`config.mk`:
```
export PLATFORM = sky130hd
export DESIGN_NAME = cobs_crc16_frame_encoder_unit
export DESIGN_NICKNAME = d
export VERILOG_FILES = /design/src/rtl/core/cobs_crc_pkg.sv /design/src/rtl/core/cobs_crc_front.sv /design/src/rtl/core/cobs_crc_fifo.sv /design/src/rtl/core/cobs_crc_back.sv /design/src/rtl/core/cobs_crc16_frame_encoder_unit.sv
export SDC_FILE = /design/constraint.sdc
export NUM_CORES = 1
export LEC_CHECK = 0
export BUFFER_PORTS_ARGS = -buffer_cell sky130_fd_sc_hd__buf_2
export CORE_UTILIZATION = 62
export CTS_BUF_LIST = sky130_fd_sc_hd__clkbuf_8
export DETAILED_ROUTE_END_ITERATION = 8
export PLACE_DENSITY = 0.82
export SLEW_MARGIN = 10
export SYNTH_ARGS = -nofsm -noshare
export SYNTH_HDL_FRONTEND = slang
export SYNTH_HIERARCHICAL = 1
export SYNTH_SLANG_ARGS = --single-unit
```
`constraint.sdc`:
```
create_clock -name aclk -period 4.3 [get_ports aclk]
set_input_delay 0.86 -clock aclk [delete_from_list [all_inputs] [get_ports aclk]]
set_output_delay 0.86 -clock aclk [all_outputs]
set_load 0.005 [all_outputs]
```
`src/rtl/core/cobs_crc_pkg.sv`:
```
// Shared types and constants for the COBS/CRC-16 frame encoder.
`default_nettype none

package cobs_crc_pkg;

    // Frame buffer geometry
    localparam int unsigned FRAME_MAX = 1024;
    localparam int unsigned CAP_W     = 11;
    localparam int unsigned ADDR_W    = 10;

    // CRC-16/CCITT-FALSE
    localparam logic [15:0] CRC_POLY = 16'h1021;
    localparam logic [15:0] CRC_INIT = 16'hFFFF;

    // COBS block codes
    localparam logic [7:0] CODE_START  = 8'h01;
    localparam logic [7:0] CODE_BEFORE_FULL = 8'hFE;
    localparam logic [7:0] DELIMITER   = 8'h00;

    // Front-to-back queue
    localparam int unsigned QUEUE_DEPTH = 4;
    localparam int unsigned QPTR_W      = $clog2(QUEUE_DEPTH);
    localparam int unsigned QCNT_W      = $clog2(QUEUE_DEPTH + 1);

    // Input command codes (s_tuser)
    localparam logic FUNC_FEED   = 1'b0;
    localparam logic FUNC_FINISH = 1'b1;

    // One queued command: a payload byte in payload[7:0], or for finish the
    // frame CRC (low byte first on the wire)
    typedef struct packed {
        logic        is_finish;
        logic [15:0] payload;
    } q_entry_t;

    // Queue status seen by the front and the back
    typedef struct packed {
        logic full;
        logic valid;
    } q_status_t;

endpackage

`default_nettype wire

```
`src/rtl/core/cobs_crc_front.sv`:
```
// Front end: accepts input beats, runs the CRC and queues commands.
`default_nettype none

module cobs_crc_front (
    input  wire logic                   aclk,
    input  wire logic                   aresetn,
    input  wire logic                   s_tvalid,
    output logic                        s_tready,
    input  wire logic [7:0]             s_tdata,
    input  wire logic [0:0]             s_tuser,
    input  wire cobs_crc_pkg::q_status_t q_status,
    output logic                        push,
    output cobs_crc_pkg::q_entry_t      push_entry
);

    logic [15:0] crc_reg;
    logic [15:0] crc_next;
    logic        accept;

    function automatic logic [15:0] crc16_byte(input logic [15:0] crc_in,
                                               input logic [7:0]  b);
        logic [15:0] c;
        c = crc_in ^ {b, 8'h00};
        for (int i = 0; i < 8; i++) begin
            if (c[15]) begin
                c = {c[14:0], 1'b0} ^ cobs_crc_pkg::CRC_POLY;
            end else begin
                c = {c[14:0], 1'b0};
            end
        end
        return c;
    endfunction

    assign s_tready = !q_status.full;
    assign accept   = s_tvalid && s_tready;
    assign push     = accept;

    always_comb begin
        crc_next             = crc_reg;
        push_entry.is_finish = (s_tuser[0] == cobs_crc_pkg::FUNC_FINISH);
        push_entry.payload   = {8'h00, s_tdata};
        if (s_tuser[0] == cobs_crc_pkg::FUNC_FINISH) begin
            // finish carries the CRC as it stood before the command
            push_entry.payload = crc_reg;
            if (accept) begin
                crc_next = cobs_crc_pkg::CRC_INIT;
            end
        end else if (accept) begin
            crc_next = crc16_byte(crc_reg, s_tdata);
        end
    end

    always_ff @(posedge aclk) begin
        if (!aresetn) begin
            crc_reg <= cobs_crc_pkg::CRC_INIT;
        end else begin
            crc_reg <= crc_next;
        end
    end

endmodule

`default_nettype wire

```
`src/rtl/core/cobs_crc_fifo.sv`:
```
// Short command queue between the front end and the encoder back end.
`default_nettype none

module cobs_crc_fifo (
    input  wire logic                    aclk,
    input  wire logic                    aresetn,
    input  wire logic                    push,
    input  wire cobs_crc_pkg::q_entry_t  push_entry,
    input  wire logic                    pop,
    output cobs_crc_pkg::q_entry_t       head_entry,
    output cobs_crc_pkg::q_status_t      q_status
);

    cobs_crc_pkg::q_entry_t mem_reg [cobs_crc_pkg::QUEUE_DEPTH];

    logic [cobs_crc_pkg::QPTR_W-1:0] wr_ptr_reg;
    logic [cobs_crc_pkg::QPTR_W-1:0] wr_ptr_next;
    logic [cobs_crc_pkg::QPTR_W-1:0] rd_ptr_reg;
    logic [cobs_crc_pkg::QPTR_W-1:0] rd_ptr_next;
    logic [cobs_crc_pkg::QCNT_W-1:0] count_reg;
    logic [cobs_crc_pkg::QCNT_W-1:0] count_next;
    logic                            do_push;
    logic                            do_pop;

    assign q_status.full  = (count_reg == cobs_crc_pkg::QCNT_W'(cobs_crc_pkg::QUEUE_DEPTH));
    assign q_status.valid = (count_reg != '0);
    assign head_entry     = mem_reg[rd_ptr_reg];

    assign do_push = push && !q_status.full;
    assign do_pop  = pop && q_status.valid;

    always_comb begin
        wr_ptr_next = wr_ptr_reg;
        rd_ptr_next = rd_ptr_reg;
        count_next  = count_reg;
        if (do_push) begin
            wr_ptr_next = cobs_crc_pkg::QPTR_W'(wr_ptr_reg + 1'b1);
        end
        if (do_pop) begin
            rd_ptr_next = cobs_crc_pkg::QPTR_W'(rd_ptr_reg + 1'b1);
        end
        case ({do_push, do_pop})
            2'b10:   count_next = cobs_crc_pkg::QCNT_W'(count_reg + 1'b1);
            2'b01:   count_next = cobs_crc_pkg::QCNT_W'(count_reg - 1'b1);
            default: count_next = count_reg;
        endcase
    end

    always_ff @(posedge aclk) begin
        if (!aresetn) begin
            wr_ptr_reg <= '0;
            rd_ptr_reg <= '0;
            count_reg  <= '0;
        end else begin
            wr_ptr_reg <= wr_ptr_next;
            rd_ptr_reg <= rd_ptr_next;
            count_reg  <= count_next;
        end
    end

    always_ff @(posedge aclk) begin
        if (do_push) begin
            mem_reg[wr_ptr_reg] <= push_entry;
        end
    end

endmodule

`default_nettype wire

```
`src/rtl/core/cobs_crc_back.sv`:
```
// Back end: COBS sequencer emitting buffer writes and frame status beats.
`default_nettype none

module cobs_crc_back (
    input  wire logic                              aclk,
    input  wire logic                              aresetn,
    input  wire logic [cobs_crc_pkg::CAP_W-1:0]    frame_capacity,
    input  wire cobs_crc_pkg::q_status_t           q_status,
    input  wire cobs_crc_pkg::q_entry_t            head_entry,
    output logic                                   pop,
    output logic                                   m_tvalid,
    input  wire logic                              m_tready,
    output logic [31:0]                            m_tdata,
    output logic [0:0]                             m_tuser,
    output logic                                   m_tlast
);

    typedef enum logic [5:0] {
        ST_IDLE      = 6'b000001,
        ST_PUT       = 6'b000010,
        ST_CLOSE     = 6'b000100,
        ST_TERM_CODE = 6'b001000,
        ST_DELIM     = 6'b010000,
        ST_STATUS    = 6'b100000
    } back_state_t;

    back_state_t state_reg, state_next;

    cobs_crc_pkg::q_entry_t cur_reg, cur_next;
    logic                   put_sel_reg, put_sel_next;

    logic [cobs_crc_pkg::CAP_W-1:0]  wi_reg, wi_next;
    logic [cobs_crc_pkg::ADDR_W-1:0] ci_reg, ci_next;
    logic [7:0]                      bc_reg, bc_next;
    logic                            ovf_reg, ovf_next;

    logic                            m_valid_reg, m_valid_next;
    logic [31:0]                     m_data_reg, m_data_next;
    logic                            m_status_reg, m_status_next;
    logic                            m_last_reg, m_last_next;

    logic [cobs_crc_pkg::CAP_W-1:0]  cap;
    logic [cobs_crc_pkg::CAP_W-1:0]  wi_inc;
    logic [7:0]                      put_byte;
    logic                            room;
    logic                            out_free;
    logic                            put_done;
    logic                            item_done;

    logic                            emit;
    logic                            e_status;
    logic [cobs_crc_pkg::ADDR_W-1:0] e_addr;
    logic [7:0]                      e_data;
    logic [cobs_crc_pkg::CAP_W-1:0]  e_len;
    logic                            e_ovf;
    logic                            e_last;

    assign cap = (frame_capacity > cobs_crc_pkg::CAP_W'(cobs_crc_pkg::FRAME_MAX))
               ? cobs_crc_pkg::CAP_W'(cobs_crc_pkg::FRAME_MAX) : frame_capacity;
    assign wi_inc   = cobs_crc_pkg::CAP_W'(wi_reg + 1'b1);
    assign put_byte = put_sel_reg ? cur_reg.payload[15:8] : cur_reg.payload[7:0];
    assign room     = (wi_reg < cap);
    assign out_free = !m_valid_reg || m_tready;

    always_comb begin
        state_next   = state_reg;
        cur_next     = cur_reg;
        put_sel_next = put_sel_reg;
        wi_next      = wi_reg;
        ci_next      = ci_reg;
        bc_next      = bc_reg;
        ovf_next     = ovf_reg;
        pop          = 1'b0;
        put_done     = 1'b0;
        item_done    = 1'b0;
        emit         = 1'b0;
        e_status     = 1'b0;
        e_addr       = '0;
        e_data       = '0;
        e_len        = '0;
        e_ovf        = 1'b0;
        e_last       = 1'b0;

        case (state_reg)
            ST_IDLE: begin
                item_done = 1'b1;
            end
            ST_PUT: begin
                if (out_free) begin
                    if (!room) begin
                        ovf_next = 1'b1;
                        put_done = 1'b1;
                    end else if (put_byte == 8'h00) begin
                        // zero byte closes the block: write its code
                        emit     = 1'b1;
                        e_addr   = ci_reg;
                        e_data   = bc_reg;
                        e_last   = !cur_reg.is_finish;
                        ci_next  = wi_reg[cobs_crc_pkg::ADDR_W-1:0];
                        wi_next  = wi_inc;
                        bc_next  = cobs_crc_pkg::CODE_START;
                        put_done = 1'b1;
                    end else begin
                        emit    = 1'b1;
                        e_addr  = wi_reg[cobs_crc_pkg::ADDR_W-1:0];
                        e_data  = put_byte;
                        wi_next = wi_inc;
                        bc_next = bc_reg + 8'd1;
                        if (bc_reg == cobs_crc_pkg::CODE_BEFORE_FULL) begin
                            state_next = ST_CLOSE;
                        end else begin
                            e_last   = !cur_reg.is_finish;
                            put_done = 1'b1;
                        end
                    end
                end
            end
            ST_CLOSE: begin
                // block full at 254 data bytes
                if (out_free) begin
                    emit     = 1'b1;
                    e_addr   = ci_reg;
                    e_data   = bc_reg;
                    e_last   = !cur_reg.is_finish;
                    ci_next  = wi_reg[cobs_crc_pkg::ADDR_W-1:0];
                    wi_next  = wi_inc;
                    bc_next  = cobs_crc_pkg::CODE_START;
                    put_done = 1'b1;
                end
            end
            ST_TERM_CODE: begin
                if (out_free) begin
                    if (room) begin
                        emit       = 1'b1;
                        e_addr     = ci_reg;
                        e_data     = bc_reg;
                        state_next = ST_DELIM;
                    end else begin
                        ovf_next   = 1'b1;
                        state_next = ST_STATUS;
                    end
                end
            end
            ST_DELIM: begin
                if (out_free) begin
                    emit       = 1'b1;
                    e_addr     = wi_reg[cobs_crc_pkg::ADDR_W-1:0];
                    e_data     = cobs_crc_pkg::DELIMITER;
                    wi_next    = wi_inc;
                    state_next = ST_STATUS;
                end
            end
            ST_STATUS: begin
                if (out_free) begin
                    emit      = 1'b1;
                    e_status  = 1'b1;
                    e_len     = ovf_reg ? '0 : wi_reg;
                    e_ovf     = ovf_reg;
                    e_last    = 1'b1;
                    wi_next   = cobs_crc_pkg::CAP_W'(1);
                    ci_next   = '0;
                    bc_next   = cobs_crc_pkg::CODE_START;
                    ovf_next  = 1'b0;
                    item_done = 1'b1;
                end
            end
            default: begin
                state_next = ST_IDLE;
            end
        endcase

        if (put_done) begin
            if (!cur_reg.is_finish) begin
                item_done = 1'b1;
            end else if (!put_sel_reg) begin
                put_sel_next = 1'b1;
                state_next   = ST_PUT;
            end else begin
                state_next = ST_TERM_CODE;
            end
        end

        // pick up the next command directly, without a pass through ST_IDLE
        if (item_done) begin
            if (q_status.valid) begin
                pop          = 1'b1;
                cur_next     = head_entry;
                put_sel_next = 1'b0;
                state_next   = ST_PUT;
            end else begin
                state_next = ST_IDLE;
            end
        end
    end

    // output register
    always_comb begin
        m_valid_next  = m_valid_reg;
        m_data_next   = m_data_reg;
        m_status_next = m_status_reg;
        m_last_next   = m_last_reg;
        if (out_free) begin
            m_valid_next  = emit;
            m_data_next   = {2'b00, e_ovf, e_len, e_data, e_addr};
            m_status_next = e_status;
            m_last_next   = e_last;
        end
    end

    always_ff @(posedge aclk) begin
        if (!aresetn) begin
            state_reg   <= ST_IDLE;
            put_sel_reg <= 1'b0;
            wi_reg      <= cobs_crc_pkg::CAP_W'(1);
            ci_reg      <= '0;
            bc_reg      <= cobs_crc_pkg::CODE_START;
            ovf_reg     <= 1'b0;
            m_valid_reg <= 1'b0;
        end else begin
            state_reg   <= state_next;
            put_sel_reg <= put_sel_next;
            wi_reg      <= wi_next;
            ci_reg      <= ci_next;
            bc_reg      <= bc_next;
            ovf_reg     <= ovf_next;
            m_valid_reg <= m_valid_next;
        end
    end

    always_ff @(posedge aclk) begin
        cur_reg      <= cur_next;
        m_data_reg   <= m_data_next;
        m_status_reg <= m_status_next;
        m_last_reg   <= m_last_next;
    end

    assign m_tvalid   = m_valid_reg;
    assign m_tdata    = m_data_reg;
    assign m_tuser[0] = m_status_reg;
    assign m_tlast    = m_last_reg;

    a_pop_needs_entry: assert property (@(posedge aclk) disable iff (!aresetn)
        pop |-> q_status.valid)
        else $error("pop from empty queue");

    // a full block holds code 0xFF only until its code beat goes out
    a_code_range: assert property (@(posedge aclk) disable iff (!aresetn)
        (bc_reg != 8'h00) && ((bc_reg != 8'hFF) || (state_reg == ST_CLOSE)))
        else $error("block code out of range");

    a_status_restarts: assert property (@(posedge aclk) disable iff (!aresetn)
        (emit && e_status && out_free)
        |=> (wi_reg == cobs_crc_pkg::CAP_W'(1)) && (bc_reg == cobs_crc_pkg::CODE_START)
            && (ci_reg == '0) && !ovf_reg)
        else $error("frame state not restarted after status");

    a_ovf_sticky: assert property (@(posedge aclk) disable iff (!aresetn)
        $fell(ovf_reg) |-> $past(state_reg == ST_STATUS))
        else $error("overflow cleared mid-frame");

endmodule

`default_nettype wire

```
`src/rtl/core/cobs_crc16_frame_encoder_unit.sv`:
```
// COBS frame encoder with CRC-16: top level with capacity register.
//
// Input channel (s_): one beat per command. s_tuser[0] = 1 finishes the frame,
// 0 feeds the payload byte in s_tdata. Each byte updates a CRC-16/CCITT-FALSE
// and is COBS-encoded; finish pushes the CRC (low byte first), closes the
// block, writes the 0x00 delimiter and reports the frame.
// Result channel (m_): buffer writes (m_tuser[0] = 0) with address and byte,
// and one status beat per frame (m_tuser[0] = 1) with length or overflow.
// m_tlast marks the last result beat of each command; a byte that finds no
// room yields no beat at all.
// An input beat passes through the command queue, the sequencer's command
// register and the output register before it shows on m_tvalid.
// Throughput: the sequencer emits at most one result per cycle unless m_tready
// stalls it; a byte that fills a 254-byte block also writes the block's code.
// A 4-entry command queue decouples intake from the sequencer, so input
// beats keep flowing while the output register waits on m_tready; s_tready
// drops only when the queue is full.
// Reset clears the queue, CRC and frame state, sets the capacity to 1024;
// cfg_we loads a new capacity; the user uses it only while idle (unchecked).
`default_nettype none

module cobs_crc16_frame_encoder_unit (
    input  wire logic        aclk,
    input  wire logic        aresetn,
    input  wire logic        cfg_we,
    input  wire logic [10:0] cfg_wdata,   // frame_capacity
    input  wire logic        s_tvalid,
    output logic             s_tready,
    input  wire logic [7:0]  s_tdata,     // data_byte
    input  wire logic [0:0]  s_tuser,     // func
    output logic             m_tvalid,
    input  wire logic        m_tready,
    output logic [31:0]      m_tdata,     // write_addr[9:0], write_data[17:10],
                                          // frame_len[28:18], overflow[29], zero
    output logic [0:0]       m_tuser,     // is_status
    output logic             m_tlast
);

    logic [cobs_crc_pkg::CAP_W-1:0] capacity_reg;
    logic [cobs_crc_pkg::CAP_W-1:0] capacity_next;

    cobs_crc_pkg::q_status_t q_status;
    cobs_crc_pkg::q_entry_t  push_entry;
    cobs_crc_pkg::q_entry_t  head_entry;
    logic                    push;
    logic                    pop;

    always_comb begin
        capacity_next = capacity_reg;
        if (cfg_we) begin
            capacity_next = cfg_wdata;
        end
    end

    always_ff @(posedge aclk) begin
        if (!aresetn) begin
            capacity_reg <= cobs_crc_pkg::CAP_W'(cobs_crc_pkg::FRAME_MAX);
        end else begin
            capacity_reg <= capacity_next;
        end
    end

    cobs_crc_front u_front (
        .aclk       (aclk),
        .aresetn    (aresetn),
        .s_tvalid   (s_tvalid),
        .s_tready   (s_tready),
        .s_tdata    (s_tdata),
        .s_tuser    (s_tuser),
        .q_status   (q_status),
        .push       (push),
        .push_entry (push_entry)
    );

    cobs_crc_fifo u_fifo (
        .aclk       (aclk),
        .aresetn    (aresetn),
        .push       (push),
        .push_entry (push_entry),
        .pop        (pop),
        .head_entry (head_entry),
        .q_status   (q_status)
    );

    cobs_crc_back u_back (
        .aclk           (aclk),
        .aresetn        (aresetn),
        .frame_capacity (capacity_reg),
        .q_status       (q_status),
        .head_entry     (head_entry),
        .pop            (pop),
        .m_tvalid       (m_tvalid),
        .m_tready       (m_tready),
        .m_tdata        (m_tdata),
        .m_tuser        (m_tuser),
        .m_tlast        (m_tlast)
    );

endmodule

`default_nettype wire
```
After elaboration in Yosys (flattened, before gate mapping)
Memories as Yosys holds them, arrays and structs flattened. A register that Yosys moved wholly into a read port is not among the register bits.
Cells that the tools add are included.
Storage, ports and cells
  bits in registers: 104
  memory bits (writable): 68
  bits of input ports: 25
  output and inout bits: 36
  logic and storage cells: 174
  memories: 1
Cells by class
  add/sub/neg operators: 6
  magnitude comparators: 2
  equality and inequality tests: 19
  mux-type cells: 94
  bitwise operators: 10
  reduce and logical (&&, ||, !) cells: 25
Memories
  u_fifo.mem_reg: words 4, bits a word 17, read ports 1, clocked after memory_dff 1, wr ports 1, RTL line cobs_crc_fifo.sv:14  | cobs_crc_pkg::q_entry_t mem_reg [cobs_crc_pkg::QUEUE_DEPTH];
Operators by type and width (number)
  $mux W16: 18
  $mux W13: 8
  $mux W10: 8
  $mux W8: 8
  $mux W6: 10
  $mux W11: 5
  $pmux W10 S4: 1
  $pmux W11 S3: 1
  $pmux W10 S3: 1
  $not A3 Y3: 8
  $pmux W6 S4: 1
  $pmux W8 S3: 1
  $mux W1: 23
  $ne A2 B1 Y1 const B: 8
  $pmux W8 S2: 1
  $xor A16 B16 Y16: 1
  $add A11 B1 Y11 const B: 1
  $gt A11 B11 Y1 const B: 1
  $lt A11 B11 Y1: 1
  $reduce_bool A3 Y1: 3
  $add A8 B1 Y8 const B: 1
  $eq A8 B8 Y1 const B: 1
  $logic_not A8 Y1: 1
  $pmux W1 S2: 4
  other kinds (28): 40

Logic depth before layout (Yosys ltp)
Gate-level depths: netlist of the first run.
  word-level depth: 33
  gate-level depth with buffers: 16
  mapped depth without buffers: 16

Modules after synthesis
Netlist of the first run, hierarchy kept.
Modules (own cells, without submodules)
  cobs_crc_back: times used 1, cells each 378, area an instance 4106.4 µm², seq. area each 2232.1 µm²
  cobs_crc_fifo: times used 1, cells each 141, area an instance 2990.4 µm², seq. area each 2222.1 µm²
  cobs_crc_front: times used 1, cells each 100, area an instance 925.9 µm², seq. area each 320.3 µm²
  cobs_crc16_frame_encoder_unit: times used 1, cells each 35, area an instance 411.6 µm², seq. area each 220.2 µm²

Worst setup path after synthesis of the first run
Ideal clock, no wire load.
  kind: flip-flop to flip-flop
  start point: register capacity_reg[10] in the netlist's numbering
  end point: register u_fifo/count_reg[2] in the netlist's numbering
  library setup time: 0.076 ns
  arrival: 3.491 ns
  required time: 4.224 ns
  slack: 0.733 ns
  cell stages (with the launch flop): 17
  path buffers: 0
  period minus slack after synthesis: 3.567 ns
  path through: dfxtp_1 -> clkinv_1 -> nand2_1 -> ha_1 -> nand2_1 -> o21ai_0 -> a22oi_4 -> a31oi_2 -> a21o_1 -> and2_2 -> o31a_1 -> ha_1 -> inv_1 -> fa_1 -> xor2_1 -> or3_1 -> a21boi_0
Between the ends
  cells in the longest elaborated chain, start to end: 11
  elaborated cells on any way between the ends: 13
  those cells by class: order compare (2); eq/ne (2); mux (7); reduce/logical (2)
Ends and longest elaborated chain
  start, declared: RTL line cobs_crc16_frame_encoder_unit.sv:39  | logic [cobs_crc_pkg::CAP_W-1:0] capacity_reg;
  start signal, assigned: RTL line cobs_crc16_frame_encoder_unit.sv:57  | capacity_reg <= cobs_crc_pkg::CAP_W'(cobs_crc_pkg::FRAME_MAX);
  start signal, assigned: RTL line cobs_crc16_frame_encoder_unit.sv:59  | capacity_reg <= capacity_next;
  $gt A11 B11 Y1: RTL line cobs_crc_back.sv:58  | assign cap = (frame_capacity > cobs_crc_pkg::CAP_W'(cobs_crc_pkg::FRAME_MAX))
  $mux W11 *: RTL line cobs_crc_back.sv:59  | ? cobs_crc_pkg::CAP_W'(cobs_crc_pkg::FRAME_MAX) : frame_capacity;
  $lt A11 B11 Y1 *: RTL line cobs_crc_back.sv:62  | assign room = (wi_reg < cap);
  $mux W1 *: RTL line cobs_crc_back.sv:90  | if (!room) begin
  $mux W1 *: RTL line cobs_crc_back.sv:89  | if (out_free) begin
  $pmux W1 S2 *: RTL line cobs_crc_back.sv:84  | case (state_reg)
  $mux W1 *: RTL line cobs_crc_back.sv:172  | if (put_done) begin
  $mux W1 *: RTL line cobs_crc_back.sv:184  | if (item_done) begin
  net pop: RTL line cobs_crc16_frame_encoder_unit.sv:46  | logic pop;
  $logic_and A1 B1 Y1 *: RTL line cobs_crc_fifo.sv:30  | assign do_pop = pop && q_status.valid;
  net u_fifo.do_pop: RTL line cobs_crc_fifo.sv:23  | logic do_pop;
  $eq A2 B1 Y1 or $eq A2 B2 Y1 (tied branches): RTL line cobs_crc_fifo.sv:42  | case ({do_push, do_pop})
  $pmux W3 S2 or $reduce_bool A2 Y1 (tied branches)
  end signal, assigned: RTL line cobs_crc_fifo.sv:57  | count_reg <= count_next;
  end, declared: RTL line cobs_crc_fifo.sv:20  | logic [cobs_crc_pkg::QCNT_W-1:0] count_reg;
The timed path passes the listed nets; every way through them passes the cells marked *.
A chain may end at the register's enable or synchronous reset.

Worst setup path in the final report of the first run
  start point: register u_back.put_sel_reg
  end point: register u_fifo/count_reg[2] in the netlist's numbering
Between the ends
  cells in the longest elaborated chain, start to end: 11
  elaborated cells on any way between the ends: 13
  those cells by class: eq/ne (2); mux (8); reduce/logical (3)
Ends and longest elaborated chain
  start, declared: RTL line cobs_crc_back.sv:30  | logic put_sel_reg, put_sel_next;
  start signal, assigned: RTL line cobs_crc_back.sv:221  | put_sel_reg <= put_sel_next;
  $mux W8 *: RTL line cobs_crc_back.sv:61  | assign put_byte = put_sel_reg ? cur_reg.payload[15:8] : cur_reg.payload[7:0];
  $logic_not A8 Y1 *: RTL line cobs_crc_back.sv:93  | end else if (put_byte == 8'h00) begin
  $mux W1 *: RTL line cobs_crc_back.sv:93
  $mux W1 *: RTL line cobs_crc_back.sv:90
  $mux W1 *: RTL line cobs_crc_back.sv:89
  $pmux W1 S2 *: RTL line cobs_crc_back.sv:84
  $mux W1 *: RTL line cobs_crc_back.sv:172
  $mux W1 *: RTL line cobs_crc_back.sv:184
  net pop: RTL line cobs_crc16_frame_encoder_unit.sv:46
  $logic_and A1 B1 Y1 *: RTL line cobs_crc_fifo.sv:30
  net u_fifo.do_pop: RTL line cobs_crc_fifo.sv:23
  $eq A2 B1 Y1 or $eq A2 B2 Y1 (tied branches): RTL line cobs_crc_fifo.sv:42
  $pmux W3 S2 or $reduce_bool A2 Y1 (tied branches)
Marked as above.

==> results of run 1 <==
[synth_stat cells (4+ instances only)]
cell type,number,area share
a21boi_1,10,0.0089
a21oi_1,16,0.0095
a22o_1,11,0.011
and2_1,27,0.020
and3_1,5,0.0037
buf_2,11,0.0065
buf_4,4,0.0036
clkbuf_1,12,0.0053
dfxtp_1,74,0.18
edfxtp_1,117,0.42
ha_1,18,0.027
inv_1,14,0.0062
mux2_2,9,0.012
mux2i_1,22,0.026
mux4_1,7,0.022
mux4_2,10,0.027
nand2_1,48,0.021
nand3_1,23,0.014
nand4_1,9,0.0067
nor2_1,41,0.018
nor2b_1,17,0.013
nor3_1,8,0.0047
o21ai_0,12,0.0071
o22ai_1,10,0.0074
o2bb2ai_1,8,0.0083
or3_1,4,0.0030
xnor2_1,24,0.025
xnor2_2,4,0.0077
xor2_1,16,0.017
[worst reg2reg max path, stage by stage (launching register included)]
cell      delay, ns
dfxtp_1        0.72
or4b_1         0.50
o22ai_1        0.20
a211oi_1       0.17
a31oi_2        0.26
a21o_1         0.21
and2_2         0.17
o31a_1         0.17
ha_1           0.21
inv_1          0.07
fa_1           0.37
xor2_1         0.17
or3_1          0.30
a21boi_0       0.18
[per-stage QoR]
step | hold slack, ns | total power, W | setup WS (ns) | utilization
2_1_floorplan | 0.430 | 0.00309 | 0.733 | -
3_3_place_gp | 0.436 | 0.00329 | 0.733 | 0.665
3_5_place_dp | 0.444 | 0.00333 | 0.575 | 0.665
4_1_cts | 0.456 | 0.00455 | 0.541 | 0.697
5_1_grt | 0.474 | 0.00472 | 0.248 | 0.697
6_report | 0.456 | 0.00451 | 0.530 | 0.697
[metal layers]
metal | vias to the layer above | track usage
met4 | 0 | 0.0783
li1 | 2491 | -
met3 | 17 | 0.0560
met1 | 2519 | 0.294
met5 | - | 0
met2 | 145 | 0.399
[power by group through the flow]
stage / Combinational [W] / Sequential, W / Clock [W]
4_1_cts: 0.000832 / 0.00247 / 0.00125
3_5_place_dp: 0.000821 / 0.00251 / 0
3_3_place_gp: 0.000796 / 0.00249 / 0
5_1_grt: 0.000907 / 0.00250 / 0.00132
6_report: 0.000828 / 0.00246 / 0.00122
2_1_floorplan: 0.000678 / 0.00241 / 0
[path summary, 6_finish.rpt]
check,startpoint,to,slack (ns),cells after the start
max,u_back/put_sel_reg,u_fifo/count_reg[2],0.53,13
min reg2reg,u_back/ci_reg[5],u_back/ci_reg[5],0.46,2
min,u_back/ci_reg[5],u_back/ci_reg[5],0.46,2
max reg2reg,u_back/put_sel_reg,u_fifo/count_reg[2],0.53,13
[final cells by class]
class	count	area [um^2]	share of cell area
clock buffer	18	248	0.0269
clock inverter	13	174	0.0189
inverter	16	60.1	0.00651
multi-input combinational	417	3210	0.348
sequential	191	4990	0.542
tap	176	220	0.0239
timing repair buffer	62	320	0.0347
[cell families (layout without fill, tap and decap cells)]
kind of cell               count (synthesis)  count (layout)  share of synthesized area
buffers and inverters                     47             109                     0.0280
AOI/OAI and AO/OA                         97              97                     0.0859
other                                      1               2                   0.000445
and+or+nand+nor                          206             206                      0.127
muxes                                     48              48                     0.0866
DFF                                      191             191                      0.592
xor gates and xnor gates                  45              45                     0.0512
adders and majority gates                 19              19                     0.0291
==> results.ini, run 1 <==
[place]
placed_area_um2 = 8800
gp_congestion = 0.838
placed_cells = 862
io_buffers = 58
place_hpwl_um = 11100

[final_layout]
design_area_um2 = 9220
drive_above_1_share = 0.181
n_antenna_cell = 0
stdcell_count = 893
layout_common_cells = edfxtp_1, dfxtp_1, buf_2
fin_nets = 749
mostFrequentLayoutCell = edfxtp_1
area_growth_pct = 9.36
largest_reg_flops = 68
fillers = 941

[min_path]
hold_path_class = flop to flop

[global_routing]
grt_pass1_vias = 5100
grt-ovfl-total = 0
grt_usage = 0.234
grt_max_degree = 43
grt_pass1_wl_um = 25400
antenna_found_initial = 0

[run_status]
run_status = completed

[clocking]
clk_latency_ns = 0.46
path_clk_slew_ns = 0.08
clock-root-buffer = clkbuf_8
cts_made_buffers = 17
cts_setup_buffers = 0
cts_tree = yes
htreeDepth = 4
ctsHoldBuffers = 0
clkSinkCount = 191
cts-resized-gates = 0
cts_buffer_depth = 2

[yosys]
syn_inst = 654
synthesis.area_um2 = 8430
ys_ff_latch = 191
async_flop_share = 0
synth_cell_types = 71
synth_ff_type = edfxtp_1
synth_edf_count = 117
yosysSeqAreaShare = 0.592
ys_warn_count = 6
avgSynthCellArea_um2 = 12.9

[sta]
maxSlewViolCount = 0
min_period_over_period = 0.877
max_freq_ghz = 0.265
finalClockSkew_ns = 0.0140
hold_viol = 0
worst_pin_slew_ns = 1.03
finalSetupViolCount = 0
tns_ns = 0
fin_crit_ns = 3.77
rsz0062_at_grt = false
maxSlewHeadroom = 0.314

[route]
routed_wl_um = 15400
post_drt_wl_per_cell_um = 17.2
num_vias = 5172
wl_met3_um = 637
drt_first_pass_iters = 5
topRoutingLayerUsed = met4
avgViaCountPerCell = 5.79
first_iter_violations = 344
drt-met1-wl_um = 6590
ant_nets = 0
drc = 0
wl_met2_um = 7900

[pwr]
p_int_w = 0.00329
max-vdd-ir-drop_uv = 329
p_comb_frac = 0.183
pwr-share-seq = 0.546
switchingPower_w = 0.00123
powerDensity_nw_per_um2 = 489
p_leak_nw = 3.40
p_sw_frac = 0.272
p_clk_frac = 0.271

[worst_setup_path]
crit_buf_inv = 1
worstPathMaxFanout = 15
path_cells = or4b_1 > o22ai_1 > a211oi_1 > a31oi_2 > a21o_1 > and2_2 > o31a_1 > ha_1 > inv_1 > fa_1 > xor2_1 > or3_1 > a21boi_0
critPathArrivalTime_ns = 4.14
cp_slowest_stage_delay_ns = 0.72
worstSetupPathType = flop to flop
setup.worst_path.end_class = flop
critPathSlowestCell = dfxtp_1
crit_family = compound AO/OA/AOI/OAI gates
startpoint_type = flop
required_ns = 4.67

[floorplan]
io_pins = 61
fp.dieH_um = 119
core_um2 = 13200
initial_core_util = 0.637
dieWidth_um = 119
fp.dieArea_um2 = 14100
std_cell_rows = 42

[job]
maxCapViolCount = 0

(Power assumes the default switching activity.)
==> run 2: changes to the inputs <==
- CORE_MARGIN: unset -> 5
- CTS_BUF_LIST: sky130_fd_sc_hd__clkbuf_8 -> sky130_fd_sc_hd__clkbuf_4 sky130_fd_sc_hd__clkbuf_8
==> results.ini, run 2 (synthesis gave the netlist of run 1 again) <==
[run_status]
run_status = completed  ; unchanged

[sta]
tns_ns = 0  ; unchanged
worst_pin_slew_ns = 1.05  ; was 1.03 ns
maxSlewViolCount = 0  ; unchanged
rsz0062_at_grt = false  ; unchanged
hold_viol = 0  ; unchanged
fin_crit_ns = 3.86  ; was 3.77 ns
finalClockSkew_ns = 0.0111  ; was 0.0140 ns
setup_ws_ns = 0.440  ; was 0.530 ns
maxSlewHeadroom = 0.297  ; was 0.314
min_period_over_period = 0.898  ; was 0.877
finalSetupViolCount = 0  ; unchanged
max_freq_ghz = 0.259  ; was 0.265 GHz

[floorplan]
std_cell_rows = 42  ; unchanged
fp.dieArea_um2 = 16000  ; was 14100 um^2
io_pins = 61  ; unchanged
core_um2 = 13300  ; was 13200 um^2
fp.dieH_um = 127  ; was 119 um
initial_core_util = 0.634  ; was 0.637
dieWidth_um = 127  ; was 119 um

[worst_setup_path]
setup.worst_path.end_class = flop  ; unchanged
worstRegToRegCells = 13  ; unchanged
required_ns = 4.68  ; was 4.67 ns
startpoint_type = flop  ; unchanged
worstPathMaxFanout = 15  ; unchanged
critPathArrivalTime_ns = 4.24  ; was 4.14 ns
r2r-end = u_fifo/count_reg[2]  ; unchanged
worstSetupPathType = flop to flop  ; unchanged
r2r_setup_slack_ns = 0.44  ; was 0.53 ns
timing.rr.start = u_back/put_sel_reg  ; unchanged

[global_routing]
grt_usage = 0.201  ; was 0.234
grt_pass1_wl_um = 25300  ; was 25400 um
grt_pass1_vias = 4986  ; was 5100
grt_max_degree = 49  ; was 43
antenna_found_initial = 0  ; unchanged
grt-ovfl-total = 0  ; unchanged

[final_layout]
n_antenna_cell = 0  ; unchanged
fin_nets = 750  ; was 749
mostFrequentLayoutCell = edfxtp_1  ; unchanged
layout_common_cells = edfxtp_1, dfxtp_1, buf_2  ; unchanged
drive_above_1_share = 0.186  ; was 0.181
largest_reg_flops = 68  ; unchanged
design_area_um2 = 9190  ; was 9220 um^2
postLayoutCoreUtil = 0.691  ; was 0.697
area_growth_pct = 8.97  ; was 9.36%

[route]
drc = 0  ; unchanged
routed_wl_um = 15300  ; was 15400 um
ant_nets = 0  ; unchanged
post_drt_wl_per_cell_um = 17.1  ; was 17.2 um
num_vias = 5159  ; was 5172
avgViaCountPerCell = 5.76  ; was 5.79
first_iter_violations = 517  ; was 344
drt_first_pass_iters = 5  ; unchanged

[place]
gp_congestion = 0.913  ; was 0.838
dp_slack_ns = 0.510  ; was 0.575 ns
placed_area_um2 = 8810  ; was 8800 um^2
place_hpwl_um = 10800  ; was 11100 um
io_buffers = 58  ; unchanged

[clocking]
clock-root-buffer = clkbuf_8  ; unchanged
clkSinkCount = 191  ; unchanged
cts-resized-gates = 0  ; unchanged
path_clk_slew_ns = 0.08  ; about the same
cts_tree = yes  ; unchanged
cts_made_buffers = 17  ; unchanged
htreeDepth = 4  ; unchanged
clk_latency_ns = 0.46  ; about the same
cts_setup_buffers = 0  ; unchanged
ctsHoldBuffers = 0  ; unchanged
cts_buffer_depth = 2  ; unchanged

[pwr]
powerDensity_nw_per_um2 = 481  ; was 489 nW/um^2
max-vdd-ir-drop_uv = 329  ; about the same
p_leak_nw = 3.38  ; was 3.40 nW
p_total_w = 0.00442  ; was 0.00451 W

[min_path]
hold_path_class = flop to flop  ; unchanged
holdPathStages = 2  ; unchanged
hp-start = u_back/ci_reg[5]  ; unchanged
whs_endpoint = u_back/ci_reg[5]  ; unchanged

[job]
maxCapViolCount = 0  ; unchanged

run 2: cell count changes in the layout (fill, tap and decap cells not counted), sizes merged:
cell    previous run  this run
inv               19        16
clkbuf            18        21
buf               62        63
clkinv             4         7
bufinv             4         2
run 2: worst max path at each step:
| stage | startpoint | endpoint | slack (ns) | depth (start not counted) |
|---|---|---|---|---|
| global route | u_back/put_sel_reg | u_fifo/count_reg[2] | 0.19 | 13 |
| finish | u_back/put_sel_reg | u_fifo/count_reg[2] | 0.44 | 13 |
| CTS | u_back/put_sel_reg | u_fifo/count_reg[2] | 0.45 | 13 |
| detailed placement | u_back/put_sel_reg | u_fifo/count_reg[2] | 0.51 | 13 |
| floorplan | capacity_reg[10] | u_fifo/count_reg[2] | 0.73 | 16 |
| global placement | u_back/put_sel_reg | u_fifo/count_reg[2] | 0.79 | 13 |
run 2: critical path: stages, from the launching register on:
cell	delay [ns]
dfxtp_1	0.72
or4b_1	0.49
o22ai_1	0.19
a211oi_1	0.17
a31oi_2	0.26
a21o_1	0.20
and2_2	0.17
o31a_1	0.22
ha_1	0.24
inv_1	0.08
fa_1	0.37
xor2_1	0.16
or3_1	0.32
a21boi_0	0.19
run 2: layout make-up:
type | count | area, um^2
multi-input combinational | 417 | 3210
clock inverter | 11 | 118
clock buffer | 21 | 264
fill | 897 | 4100
tap | 176 | 220
inverter | 16 | 60.1
sequential | 191 | 4990
timing repair buffer | 63 | 328
run 2: per-layer routing:
metal / GRT usage / wire length [um] / vias up
met5: 0 / 0 / -
met4: 0.0858 / 399 / 0
met3: 0.0471 / 908 / 39
met2: 0.333 / 7610 / 168
met1: 0.255 / 6380 / 2447
li1: - / - / 2505
run 2: through the flow:
stage / hold slack [ns] / cells
after floorplan: 0.430 / 655
after global placement: 0.437 / 863
after detailed placement: 0.443 / 863
after CTS: 0.453 / 895
after global routing: 0.488 / 895
final: 0.452 / 895
run 2: where the power goes:
part / switching (W) / internal (W)
Sequential: 0.000188 / 0.00227
Combinational: 0.000466 / 0.000378
Clock: 0.000576 / 0.000539
